<file path="src/rtl/core/rar_pkg.sv">
package rar_pkg;

	localparam int unsigned OPERAND_WIDTH_DEF = 32;
	localparam int unsigned MAG_W = 64;
	localparam int unsigned CNT_W = 7;

	typedef enum logic [1:0] {
		OP_ADD = 2'd0,
		OP_SUB = 2'd1,
		OP_MUL = 2'd2,
		OP_DIV = 2'd3
	} opcode_t;

	typedef enum logic [2:0] {
		ST_IDLE,
		ST_MUL,
		ST_SUM,
		ST_GCD,
		ST_DIVN,
		ST_DIVD,
		ST_DONE
	} state_t;

	// Control that the sequencer hands to the divider cell row.
	typedef struct packed {
		logic load;
		logic step;
	} div_ctl_t;

endpackage

</file>
<file path="src/rtl/core/rar_div_cell.sv">
// One bit of the restoring divider: a slice of the partial remainder and the
// quotient/dividend shift register. Each cell passes its top bits to the next.
module rar_div_cell (
	input  logic clk,
	input  logic ld,
	input  logic stp,
	input  logic init_bit,
	input  logic rem_in,
	input  logic quo_in,
	input  logic d_bit,
	input  logic borrow_in,
	input  logic sub_en,
	output logic rem_bit,
	output logic quo_bit,
	output logic diff_bit,
	output logic borrow_out
);
	logic rem_q;
	logic quo_q;

	// Trial subtraction of the divisor bit from the shifted remainder bit.
	assign diff_bit   = rem_in ^ d_bit ^ borrow_in;
	assign borrow_out = (~rem_in & d_bit) | (~(rem_in ^ d_bit) & borrow_in);
	assign rem_bit    = rem_q;
	assign quo_bit    = quo_q;

	always_ff @(posedge clk) begin
		if (ld) begin
			rem_q <= 1'b0;
			quo_q <= init_bit;
		end else if (stp) begin
			rem_q <= sub_en ? diff_bit : rem_in;
			quo_q <= quo_in;
		end
	end
endmodule

</file>
<file path="src/rtl/core/rar_divider.sv">
// Bit-serial unsigned divider built from a chain of identical cells.
module rar_divider (
	input  logic                     clk,
	input  rar_pkg::div_ctl_t        ctl,
	input  logic [rar_pkg::MAG_W-1:0] dividend,
	input  logic [rar_pkg::MAG_W-1:0] divisor,
	output logic [rar_pkg::MAG_W-1:0] quotient,
	output logic [rar_pkg::MAG_W-1:0] remainder
);
	import rar_pkg::*;

	logic [MAG_W-1:0] rem_v;
	logic [MAG_W-1:0] quo_v;
	logic [MAG_W-1:0] diff_v;
	logic [MAG_W:0]   brw;
	logic [MAG_W-1:0] rem_sh;
	logic [MAG_W-1:0] quo_sh;
	logic             keep;

	// Shifted remainder takes the dividend's top bit; quotient bits enter at LSB.
	assign rem_sh = {rem_v[MAG_W-2:0], quo_v[MAG_W-1]};
	assign brw[0] = 1'b0;
	// The subtraction fits when a bit was shifted out of the top or no borrow leaves it.
	assign keep   = rem_v[MAG_W-1] | ~brw[MAG_W];
	assign quo_sh = {quo_v[MAG_W-2:0], keep};

	for (genvar i = 0; i < MAG_W; i++) begin : g_cell
		rar_div_cell u_cell (
			.clk       (clk),
			.ld        (ctl.load),
			.stp       (ctl.step),
			.init_bit  (dividend[i]),
			.rem_in    (rem_sh[i]),
			.quo_in    (quo_sh[i]),
			.d_bit     (divisor[i]),
			.borrow_in (brw[i]),
			.sub_en    (keep),
			.rem_bit   (rem_v[i]),
			.quo_bit   (quo_v[i]),
			.diff_bit  (diff_v[i]),
			.borrow_out(brw[i+1])
		);
	end

	assign quotient  = quo_v;
	assign remainder = rem_v;
	logic unused_diff;
	assign unused_diff = ^diff_v;
endmodule

</file>
<file path="config.mk">
export PLATFORM = sky130hd
export DESIGN_NAME = rar_divider
export DESIGN_NICKNAME = d
export VERILOG_FILES = /design/src/rtl/core/rar_pkg.sv /design/src/rtl/core/rar_div_cell.sv /design/src/rtl/core/rar_divider.sv
export SDC_FILE = /design/constraint.sdc
export NUM_CORES = 1
export LEC_CHECK = 0
export BUFFER_PORTS_ARGS = -buffer_cell sky130_fd_sc_hd__buf_2
export CORE_UTILIZATION = 45
export DETAILED_ROUTE_END_ITERATION = 16
export PLACE_DENSITY = 0.83
export RECOVER_POWER = 50
export SLEW_MARGIN = 15
export SYNTH_ARGS = -nofsm -noshare
export SYNTH_HDL_FRONTEND = slang
export SYNTH_HIERARCHICAL = 1
export SYNTH_SLANG_ARGS = --single-unit
export TNS_END_PERCENT = 10
</file>
<file path="constraint.sdc">
create_clock -name clk -period 65.2 [get_ports clk]
set_input_delay 6.52 -clock clk [delete_from_list [all_inputs] [get_ports clk]]
set_output_delay 6.52 -clock clk [all_outputs]
set_load 0.1 [all_outputs]
</file>
==> results by group, run 1 <==
Setup path
  • CP arrival: 29.23 ns
  • Crit path largest cell delay: 0.84 ns
  • Worst Setup End Kind: flop
  • CP top delay family: adder cells
  • Crit-path most repeated cell: fa_1
  • Crit start category: primary input
  • CP max FO: 101
  • Req. time, crit path: 65.22 ns
  • CP Class: primary input to flop
  • Worst path slowest cell: nand2b_4
  • Crit path buffers/inverters: 57

CTS
  • CTS tree: yes
  • Clk buf depth: 2
  • Sink Count: 128
  • Clk root buf: clkbuf_16
  • Worst-path clk slew: 0.06 ns
  • # H-tree levels: 4
  • Cts hold-fix bufs: 0
  • Setup repair bufs after CTS: 0
  • Num CTS Buffers: 17
  • PostCTS Resize Cnt: 0
  • Clk_lat worst skew: 0.41 ns

Global routing
  • GRT overflow: 0
  • Initial antenna violation count: 1
  • First-pass GRT wire length: 27.5 mm
  • Overall routing resource usage: 0.194
  • Largest net degree at the start of global routing: 159
  • Vias in the first global route: 5,661

STA
  • Setup Viol. Count Final: 0
  • RSZ-0062 raised after global routing: no
  • Fin crit share: 0.448
  • Worst setup margin: 35.99 ns
  • Fin. max-slew vios: 159
  • Max Fclk: 34.2 MHz
  • Setup TNS: 0 ns
  • Fin crit period: 29.21 ns
  • Worst slew pin tran: 6.49 ns
  • Relative slew slack: -3.32
  • Final hold viol count: 0
  • Clock Skew: 0.00859 ns

Die
  • Die area: 0.0181 mm^2
  • Die width: 134 um
  • Initial core utilization: 0.459
  • Die height: 134 um
  • Row cnt: 48
  • Core area: 0.0172 mm^2
  • Ports: 259

Route
  • Via count: 5,852
  • Wire length per cell: 14.1 um
  • Via density: 4.81
  • Total wire length: 17.2 mm
  • TritonRoute pass-1 iters: 6
  • DRT antenna net count: 0
  • Drt drc: 0
  • Detailed Route Iter0 Violations: 207

Cells and area
  • Area growth, synth to finish: 27.0%
  • Ratio of cells with drive above 1 in the final layout: 0.324
  • Antenna Cells: 0
  • Nets@finish: 1,173
  • Fill cells: 1,480

Place
  • HPWL after detailed placement: 12.2 mm
  • Setup WS pre-CTS: 35.63 ns
  • Port Buffers: 258
  • GPL Wtd Cong: 0.758

Synthesis
  • Post-Syn Area: 0.00788 mm^2
  • Yosys Warn Count: 6
  • Average size of a mapped cell: 11.3 um^2
  • Post-Syn Instances: 699
  • Post-Syn Nets: 894

Power and ir drop
  • Leak: 4.26 nW
  • Peak supply drop: 0.0206 mV
  • PD cells: 31.6 mW/mm^2

Outcome
  • Failing checks: capacitance limit, slew limit
  • Status: complete, but fails checks

Min path
  • Hold crit path type: flop to flop

Run
  • Max_cap viols: 1
==> routing by layer <==
| metal | GRT usage | part of all wire | vias up |
|---|---|---|---|
| met5 | 0 | 0 | - |
| met4 | 0.0574 | 0.010 | 0 |
| met3 | 0.0571 | 0.070 | 15 |
| met2 | 0.323 | 0.49 | 185 |
| met1 | 0.242 | 0.43 | 2763 |
| li1 | - | - | 2889 |
==> layout by cell type, fill, tap and decap left out, types with 2 or more instances in the layout <==
cell        count
clkinvlp_4      3
inv_1         149
a311oi_1        7
fa_1           64
o41ai_1        29
nand2b_1       14
dfxtp_1        64
bufinv_16       3
or2_1          27
buf_4           2
nor2_1         64
a211oi_2       28
clkbuf_16      17
or3b_1         29
or2_0           2
buf_2         190
mux2i_1        28
mux2_1         31
and2_1         29
mux2_2         33
clkinv_4        3
clkbuf_1       68
or2_2          35
inv_6           3
edfxtp_1       64
==> final timing paths <==
path	startpoint	end	slack, ns	depth (start not counted)
max	divisor[0]	g_cell[10].u_cell/rem_bit$_SDFFE_PP0P_	35.99	124
min	g_cell[37].u_cell/rem_bit$_SDFFE_PP0P_	g_cell[38].u_cell/rem_bit$_SDFFE_PP0P_	0.52	2
max reg2reg	g_cell[63].u_cell/quo_bit$_DFFE_PP_	g_cell[10].u_cell/rem_bit$_SDFFE_PP0P_	41.81	122
min reg2reg	g_cell[37].u_cell/rem_bit$_SDFFE_PP0P_	g_cell[38].u_cell/rem_bit$_SDFFE_PP0P_	0.52	2
==> layout make-up <==
| class | count | area (um^2) | share of cell area |
|---|---|---|---|
| inverters | 149 | 559 | 0.0559 |
| clock inverters | 14 | 181 | 0.0181 |
| well taps | 225 | 282 | 0.0281 |
| clock buffers | 18 | 429 | 0.0429 |
| repair buffers | 260 | 1230 | 0.123 |
| multi-input cells | 422 | 4130 | 0.412 |
| flip-flops and latches | 128 | 3200 | 0.320 |
==> power by group <==
part,switching [mW],internal [mW]
Sequential,0.00684,0.0942
Clock,0.0378,0.0609
Combinational,0.0891,0.0275
==> worst reg2reg max path: cells and delay by family (launching register included) <==
| family | cells | cell delay, ns |
|---|---|---|
| fa+ha+maj | 64 | 18.65 |
| buf+inv | 55 | 2.67 |
| simple gates | 1 | 0.84 |
| flops | 1 | 0.43 |
| mux | 1 | 0.33 |
| compound gates | 1 | 0.10 |
==> sequential cells by signal, indices dropped and copies added (netlist names) <==
signal                 count
g_cell.u_cell/rem_bit     64
g_cell.u_cell/quo_bit     64
==> stage by stage <==
step           area, um^2  total power, mW   util  std cells  hold WS [ns]
5_1_grt             10000            0.331  0.583       1216         0.563
2_1_floorplan        7880            0.197      -        699         0.942
4_1_cts             10100            0.320  0.588       1216         0.530
3_3_place_gp         9490            0.218  0.553       1184         0.512
6_report            10000            0.316  0.583       1216         0.523
3_5_place_dp         9490            0.221  0.553       1184         0.521
No activity file was read; power rests on OpenSTA's default activity.
==> run 2, diff against run 1 <==
--- a/config.mk
+++ b/config.mk
@@ -5,10 +5,11 @@
 export SDC_FILE = /design/constraint.sdc
 export NUM_CORES = 1
 export LEC_CHECK = 0
+export ABC_AREA = 1
 export BUFFER_PORTS_ARGS = -buffer_cell sky130_fd_sc_hd__buf_2
 export CORE_UTILIZATION = 45
 export DETAILED_ROUTE_END_ITERATION = 16
-export PLACE_DENSITY = 0.83
+export PLACE_DENSITY = 0.86
 export RECOVER_POWER = 50
 export SLEW_MARGIN = 15
 export SYNTH_ARGS = -nofsm -noshare
==> constraint.sdc (replaced) <==
create_clock -name clk -period 26.8 [get_ports clk]
set_input_delay 2.68 -clock clk [delete_from_list [all_inputs] [get_ports clk]]
set_output_delay 2.68 -clock clk [all_outputs]
set_load 0.1 [all_outputs]
==> run 2 against run 1 <==
The flow still finishes with violations (capacitance limit, slew limit). Total power grew 140%. Final cell count grew 23%. Via count grew 18%. Sequential share of layout area shrank 0.096 points. Largest cell class unchanged.
==> results by group, run 2 <==
STA
  • Fin. max-slew vios: 128 (-19%)
  • Final hold viol count: 0 (unchanged)
  • Worst setup margin: 1.57 ns (-34.42 ns)
  • RSZ-0062 raised after global routing: no
  • Fin crit share: 0.941
  • Max Fclk: 39.6 MHz
  • Fin crit period: 25.23 ns
  • Worst slew pin tran: 4.66 ns (-1.83 ns)
  • Setup Viol. Count Final: 0 (unchanged)
  • Setup TNS: 0 ns (unchanged)
  • Clock Skew: 0.0124 ns (+0.00383 ns)
  • Relative slew slack: -2.11 (+1.22)

CTS
  • Num CTS Buffers: 17 (unchanged)
  • Sink Count: 128 (unchanged)
  • # H-tree levels: 4 (unchanged)
  • CTS tree: yes
  • Clk buf depth: 2 (unchanged)
  • PostCTS Resize Cnt: 0 (unchanged)
  • Clk_lat worst skew: 0.41 ns (about the same)
  • Worst-path clk slew: 0.06 ns (about the same)
  • Clk root buf: clkbuf_16
  • Cts hold-fix bufs: 0 (unchanged)
  • Setup repair bufs after CTS: 0 (unchanged)

Global routing
  • First-pass GRT wire length: 30.5 mm (+11%)
  • Overall routing resource usage: 0.213 (+0.0192)
  • Gr busiest metal: met2
  • Largest net degree at the start of global routing: 128 (-19%)
  • Global-route track usage on met1: 0.273 (+0.0306)
  • Initial antenna violation count: 1 (unchanged)
  • GRT met3 Usage: 0.0535 (-0.00357)
  • GRT overflow: 0 (unchanged)
  • Vias in the first global route: 6,454 (+14%)
  • Global Route met2 Usage: 0.350 (+0.0266)

Setup path
  • Crit start category: primary input
  • Crit path largest cell delay: 0.48 ns (-0.36 ns)
  • Worst Setup End Kind: flop
  • Req. time, crit path: 27.10 ns (-38.12 ns)
  • Crit path buffers/inverters: 60 (+5.3%)
  • CP Class: primary input to flop
  • Crit-path most repeated cell: fa_1
  • Worst path slowest cell: nand2_4
  • CP arrival: 25.53 ns (-3.70 ns)
  • CP max FO: 69 (-32%)
  • CP top delay family: adder cells

Outcome
  • Failing checks: capacitance limit, slew limit
  • Status: complete, but fails checks

Die
  • Die area: 0.0183 mm^2 (+1.4%)
  • Core area: 0.0173 mm^2 (+0.70%)
  • Die width: 135 um (+0.68%)
  • Die height: 135 um (+0.68%)
  • Ports: 259 (unchanged)
  • Initial core utilization: 0.462 (+0.00318)
  • Row cnt: 48 (unchanged)

Place
  • GPL Wtd Cong: 0.831 (+9.6%)
  • Port Buffers: 258 (unchanged)
  • Setup WS pre-CTS: 1.17 ns (-34.47 ns)
  • HPWL after detailed placement: 14.0 mm (+15%)
  • Cell count after placement: 1,461 (+23%)

Synthesis
  • Yosys Warn Count: 6 (unchanged)
  • Average size of a mapped cell: 8.20 um^2 (-27%)
  • Post-Syn Instances: 975 (+39%)
  • Post-Syn Area: 0.00799 mm^2 (+1.4%)
  • Post-Syn Nets: 1,170 (+31%)

Cells and area
  • Most common cell after layout, fill and taps aside: nand2_1
  • Commonest non-fill, non-tap cells in the layout: nand2_1, inv_1, buf_2
  • Ratio of cells with drive above 1 in the final layout: 0.196 (-0.128)
  • Nets@finish: 1,450 (+24%)
  • Final Non-Filler Cells: 1,494 (+23%)
  • Fill cells: 1,621 (+9.5%)
  • Area growth, synth to finish: 25.6%
  • Final core occ: 0.581 (-0.00231)

Route
  • Wire length per cell: 12.7 um (-9.7%)
  • Via count: 6,921 (+18%)
  • DRT antenna net count: 0 (unchanged)
  • Via density: 4.63 (-3.7%)
  • Drt drc: 0 (unchanged)
  • TritonRoute pass-1 iters: 4 (-2)
  • Detailed Route Iter0 Violations: 296 (+43%)
  • Total wire length: 19.0 mm (+11%)

Power and ir drop
  • PD cells: 75.7 mW/mm^2 (+140%)
  • Leak: 4.97 nW (+17%)
  • Peak supply drop: 0.0426 mV (+110%)

Min path
  • Hold crit path type: flop to flop

Run
  • Max_cap viols: 1 (unchanged)
==> run 2: power breakdown <==
group	switching [mW]	internal, mW	leakage (nW)
clock	0.0854	0.135	0.271
sequential	0.0178	0.229	1.20
combinational	0.232	0.0616	3.49
total	0.335	0.425	4.97
==> run 2: final timing paths <==
check	startpoint	endpoint	slack [ns]	cells after the start
max	divisor[0]	g_cell[1].u_cell/rem_bit$_SDFFE_PP0P_	1.57	128
min	g_cell[60].u_cell/quo_bit$_DFFE_PP_	g_cell[61].u_cell/quo_bit$_DFFE_PP_	0.54	2
max reg2reg	g_cell[63].u_cell/quo_bit$_DFFE_PP_	g_cell[1].u_cell/rem_bit$_SDFFE_PP0P_	3.55	126
min reg2reg	g_cell[60].u_cell/quo_bit$_DFFE_PP_	g_cell[61].u_cell/quo_bit$_DFFE_PP_	0.54	2
==> run 2: metrics by stage <==
stage,instance area [um^2],total power [mW],hold slack (ns)
final,10000,0.761,0.541
after global placement,9620,0.541,0.516
after CTS,10200,0.771,0.537
after global routing,10000,0.801,0.567
after floorplan,7990,0.488,1.00
after detailed placement,9620,0.549,0.526
==> run 2: final cells by class <==
type                            count  area, um^2  area share
Antenna cell                        1        2.50    0.000249
Clock buffer                       18         429      0.0427
Sequential cell                   128        3200       0.319
Tap cell                          225         282      0.0280
Multi-Input combinational cell    606        3890       0.388
Clock inverter                     14         124      0.0123
Timing Repair Buffer              261        1200       0.120
Inverter                          241         905      0.0901
==> run 2: metal layers <==
metal  part of all wire  wire length (um)  vias to the layer above
met3              0.070              1340                       19
li1                   -                 -                     3507
met2               0.48              9100                      215
met5                  0                 0                        -
met1               0.44              8300                     3180
met4              0.016               297                        0
==> run 2: tightest hold or removal path, cell delays in order (launching register included) <==
cell	delay (ns)
edfxtp_1	0.34
nand2_1	0.05
nand2_1	0.05
==> run 3, diff against run 2 <==
--- a/config.mk
+++ b/config.mk
@@ -7,9 +7,9 @@
 export LEC_CHECK = 0
 export ABC_AREA = 1
 export BUFFER_PORTS_ARGS = -buffer_cell sky130_fd_sc_hd__buf_2
-export CORE_UTILIZATION = 45
+export CORE_UTILIZATION = 47
 export DETAILED_ROUTE_END_ITERATION = 16
-export PLACE_DENSITY = 0.86
+export PLACE_DENSITY = 0.89
 export RECOVER_POWER = 50
 export SLEW_MARGIN = 15
 export SYNTH_ARGS = -nofsm -noshare
==> run 3 against run 2 <==
The flow still finishes with violations (capacitance limit, slew limit). Combinational power hardly changed. Worst setup slack worse by 0.093 ns. Global-route usage is 1.2 points higher. Final cell count is 0.40% lower. First-iteration DRC count is 1.0% higher. Design area is 0.45% higher.
==> results by group, run 3 (synthesized netlist as in run 2, its figures left out) <==
Power and ir drop
  • PD cells: 77.3 mW/mm^2 (+2.1%)
  • Reg power frac: 0.316 (-0.008)
  • Cell-internal power: 0.445 mW (+4.8%)
  • Clock power share: 0.305 (+0.016)
  • Combinational Power Share: 0.379 (-0.007)
  • Pwr Total: 0.780 mW (+2.5%)
  • Net Sw Power: 0.334 mW (-0.34%)
  • Peak supply drop: 0.0423 mV (-0.86%)
  • Leak: 5.00 nW (+0.62%)
  • Switching Fraction: 0.429 (-0.0123)

Cells and area
  • Antenna Cells: 0 (-1)
  • Nets@finish: 1,450 (unchanged)
  • Final core occ: 0.608 (+0.0277)
  • Design Area, Final: 0.0101 mm^2 (+0.45%)
  • Most common cell after layout, fill and taps aside: nand2_1
  • Ratio of cells with drive above 1 in the final layout: 0.200 (+0.00394)
  • Area growth, synth to finish: 26.2%
  • Commonest non-fill, non-tap cells in the layout: nand2_1, inv_1, buf_2
  • Fill cells: 1,499 (-7.5%)

CTS
  • PostCTS Resize Cnt: 0 (unchanged)
  • Clk_lat worst skew: 0.41 ns (about the same)
  • Num CTS Buffers: 17 (unchanged)
  • # H-tree levels: 4 (unchanged)
  • Clk root buf: clkbuf_16
  • CTS tree: yes
  • Sink Count: 128 (unchanged)
  • Cts hold-fix bufs: 0 (unchanged)
  • Clk buf depth: 2 (unchanged)
  • Setup repair bufs after CTS: 0 (unchanged)
  • Worst-path clk slew: 0.06 ns (about the same)

Setup path
  • Reg2Reg Depth: 126 (unchanged)
  • Worst Setup SP: divisor[0]
  • Reg-to-reg startpoint: g_cell[63].u_cell/quo_bit$_DFFE_PP_
  • Crit path largest cell delay: 0.51 ns (+0.03 ns)
  • Crit-path most repeated cell: fa_1
  • Worst Setup End Kind: flop
  • Req. time, crit path: 27.10 ns (about the same)
  • Worst path slowest cell: nand2_4
  • CP Class: primary input to flop
  • Crit start category: primary input
  • R2R Setup Slk: 3.47 ns (-0.08 ns)
  • CP Capture Point: g_cell[17].u_cell/rem_bit$_SDFFE_PP0P_
  • Worst r2r dst: g_cell[17].u_cell/rem_bit$_SDFFE_PP0P_
  • CP arrival: 25.62 ns (+0.09 ns)
  • CP max FO: 68 (-1.4%)

Outcome
  • Failing checks: capacitance limit, slew limit
  • Status: complete, but fails checks

Min path
  • Hold crit path type: flop to flop

Die
  • Ports: 259 (unchanged)
  • Initial core utilization: 0.482 (+0.0199)
  • Die height: 132 um (-2.1%)
  • Die width: 132 um (-2.1%)
  • Die area: 0.0175 mm^2 (-4.2%)
  • Core area: 0.0166 mm^2 (-4.1%)
  • Row cnt: 47 (-2.1%)

Route
  • Wire length per cell: 12.8 um (+0.75%)
  • Wire length on met3: 1.08 mm (-19%)
  • Detailed Route Iter0 Violations: 299 (+1.0%)
  • Drt drc: 0 (unchanged)
  • Met1 wire length: 8.07 mm (-2.8%)
  • Met2 WL: 9.58 mm (+5.2%)
  • Via density: 4.67 (+0.87%)
  • Top Layer Used: met5
  • Total wire length: 19.1 mm (+0.34%)
  • Via count: 6,953 (+0.46%)
  • TritonRoute pass-1 iters: 4 (unchanged)
  • DRT antenna net count: 0 (unchanged)

Global routing
  • Overall routing resource usage: 0.225 (+0.0122)
  • GRT overflow: 0 (unchanged)
  • First-pass GRT wire length: 31.4 mm (+2.8%)
  • Largest net degree at the start of global routing: 134 (+4.7%)
  • Initial antenna violation count: 1 (unchanged)
  • Vias in the first global route: 6,650 (+3.0%)

STA
  • Fin crit period: 25.32 ns (+0.0928 ns)
  • RSZ-0062 raised after global routing: no
  • Final hold viol count: 0 (unchanged)
  • Worst slew pin tran: 5.07 ns (+0.409 ns)
  • Fin. max-slew vios: 134 (+4.7%)
  • Max Fclk: 39.5 MHz (-0.37%)
  • Setup TNS: 0 ns (unchanged)
  • Relative slew slack: -2.38 (-0.273)
  • Setup Viol. Count Final: 0 (unchanged)
  • Fin crit share: 0.945 (+0.00346)
  • Clock Skew: 0.00791 ns (-0.00451 ns)

Run
  • Max_cap viols: 1 (unchanged)

Place
  • Port Buffers: 258 (unchanged)
  • Placed inst area: 0.00962 mm^2 (about the same)
  • HPWL after detailed placement: 14.0 mm (-0.13%)
  • GPL Wtd Cong: 0.803 (-3.4%)
run 3: cell count changes in the layout (fill, tap and decap cells not counted):
cell	before	now
buf_2	154	158
clkinvlp_4	1	3
bufinv_16	2	4
diode_2	1	0
clkinv_4	2	0
clkinv_1	5	3
or2_0	6	4
or2_1	58	60
clkbuf_1	104	101
clkinv_2	4	3
run 3: through the flow:
step	hold WS, ns	worst slack (ns)	std cells
floorplan	1.00	1.50	975
global placement	0.514	1.79	1456
detailed placement	0.524	1.17	1456
CTS	0.538	1.45	1488
global route	0.575	0.102	1488
finish	0.547	1.48	1488
run 3: per-layer routing:
| layer | vias up | GRT usage |
|---|---|---|
| li1 | 3506 | - |
| met5 | - | 0 |
| met2 | 211 | 0.381 |
| met4 | 2 | 0.0741 |
| met3 | 31 | 0.0598 |
| met1 | 3203 | 0.279 |
run 3: layout make-up:
class / count / area, um^2 / share of cell area
timing repair buffer: 261 / 1210 / 0.120
sequential: 128 / 3200 / 0.318
multi-input combinational: 606 / 3890 / 0.386
clock buffer: 19 / 433 / 0.0429
inverter: 241 / 905 / 0.0897
tap: 220 / 275 / 0.0273
clock inverter: 13 / 169 / 0.0167
run 3: how the worst min path moves through the flow:
stage | startpoint | slack (ns) | endpoint | depth (start not counted)
2_1_floorplan | g_cell[63].u_cell/rem_bit$_SDFFE_PP0P_ | 1.0 | g_cell[63].u_cell/rem_bit$_SDFFE_PP0P_ | 2
3_3_place_gp | g_cell[60].u_cell/quo_bit$_DFFE_PP_ | 0.51 | g_cell[61].u_cell/quo_bit$_DFFE_PP_ | 2
3_5_place_dp | g_cell[2].u_cell/quo_bit$_DFFE_PP_ | 0.52 | g_cell[3].u_cell/quo_bit$_DFFE_PP_ | 2
4_1_cts | g_cell[2].u_cell/quo_bit$_DFFE_PP_ | 0.54 | g_cell[3].u_cell/quo_bit$_DFFE_PP_ | 2
5_1_grt | g_cell[58].u_cell/quo_bit$_DFFE_PP_ | 0.57 | g_cell[59].u_cell/quo_bit$_DFFE_PP_ | 2
6_report | g_cell[2].u_cell/quo_bit$_DFFE_PP_ | 0.55 | g_cell[3].u_cell/quo_bit$_DFFE_PP_ | 2
run 3: worst max-delay path, delay by kind of cell:
kind	cells	cell delay, ns
and+or+nand+nor	4	0.73
buffers and inverters	60	3.35
adders and majority gates	64	18.80
run 3: power by group through the flow:
stage	sequential (mW)	combinational [mW]	clock, mW
floorplan	0.394	0.0939	0
global placement	0.249	0.291	0
detailed placement	0.250	0.298	0
CTS	0.246	0.300	0.243
global route	0.250	0.319	0.252
finish	0.247	0.295	0.238
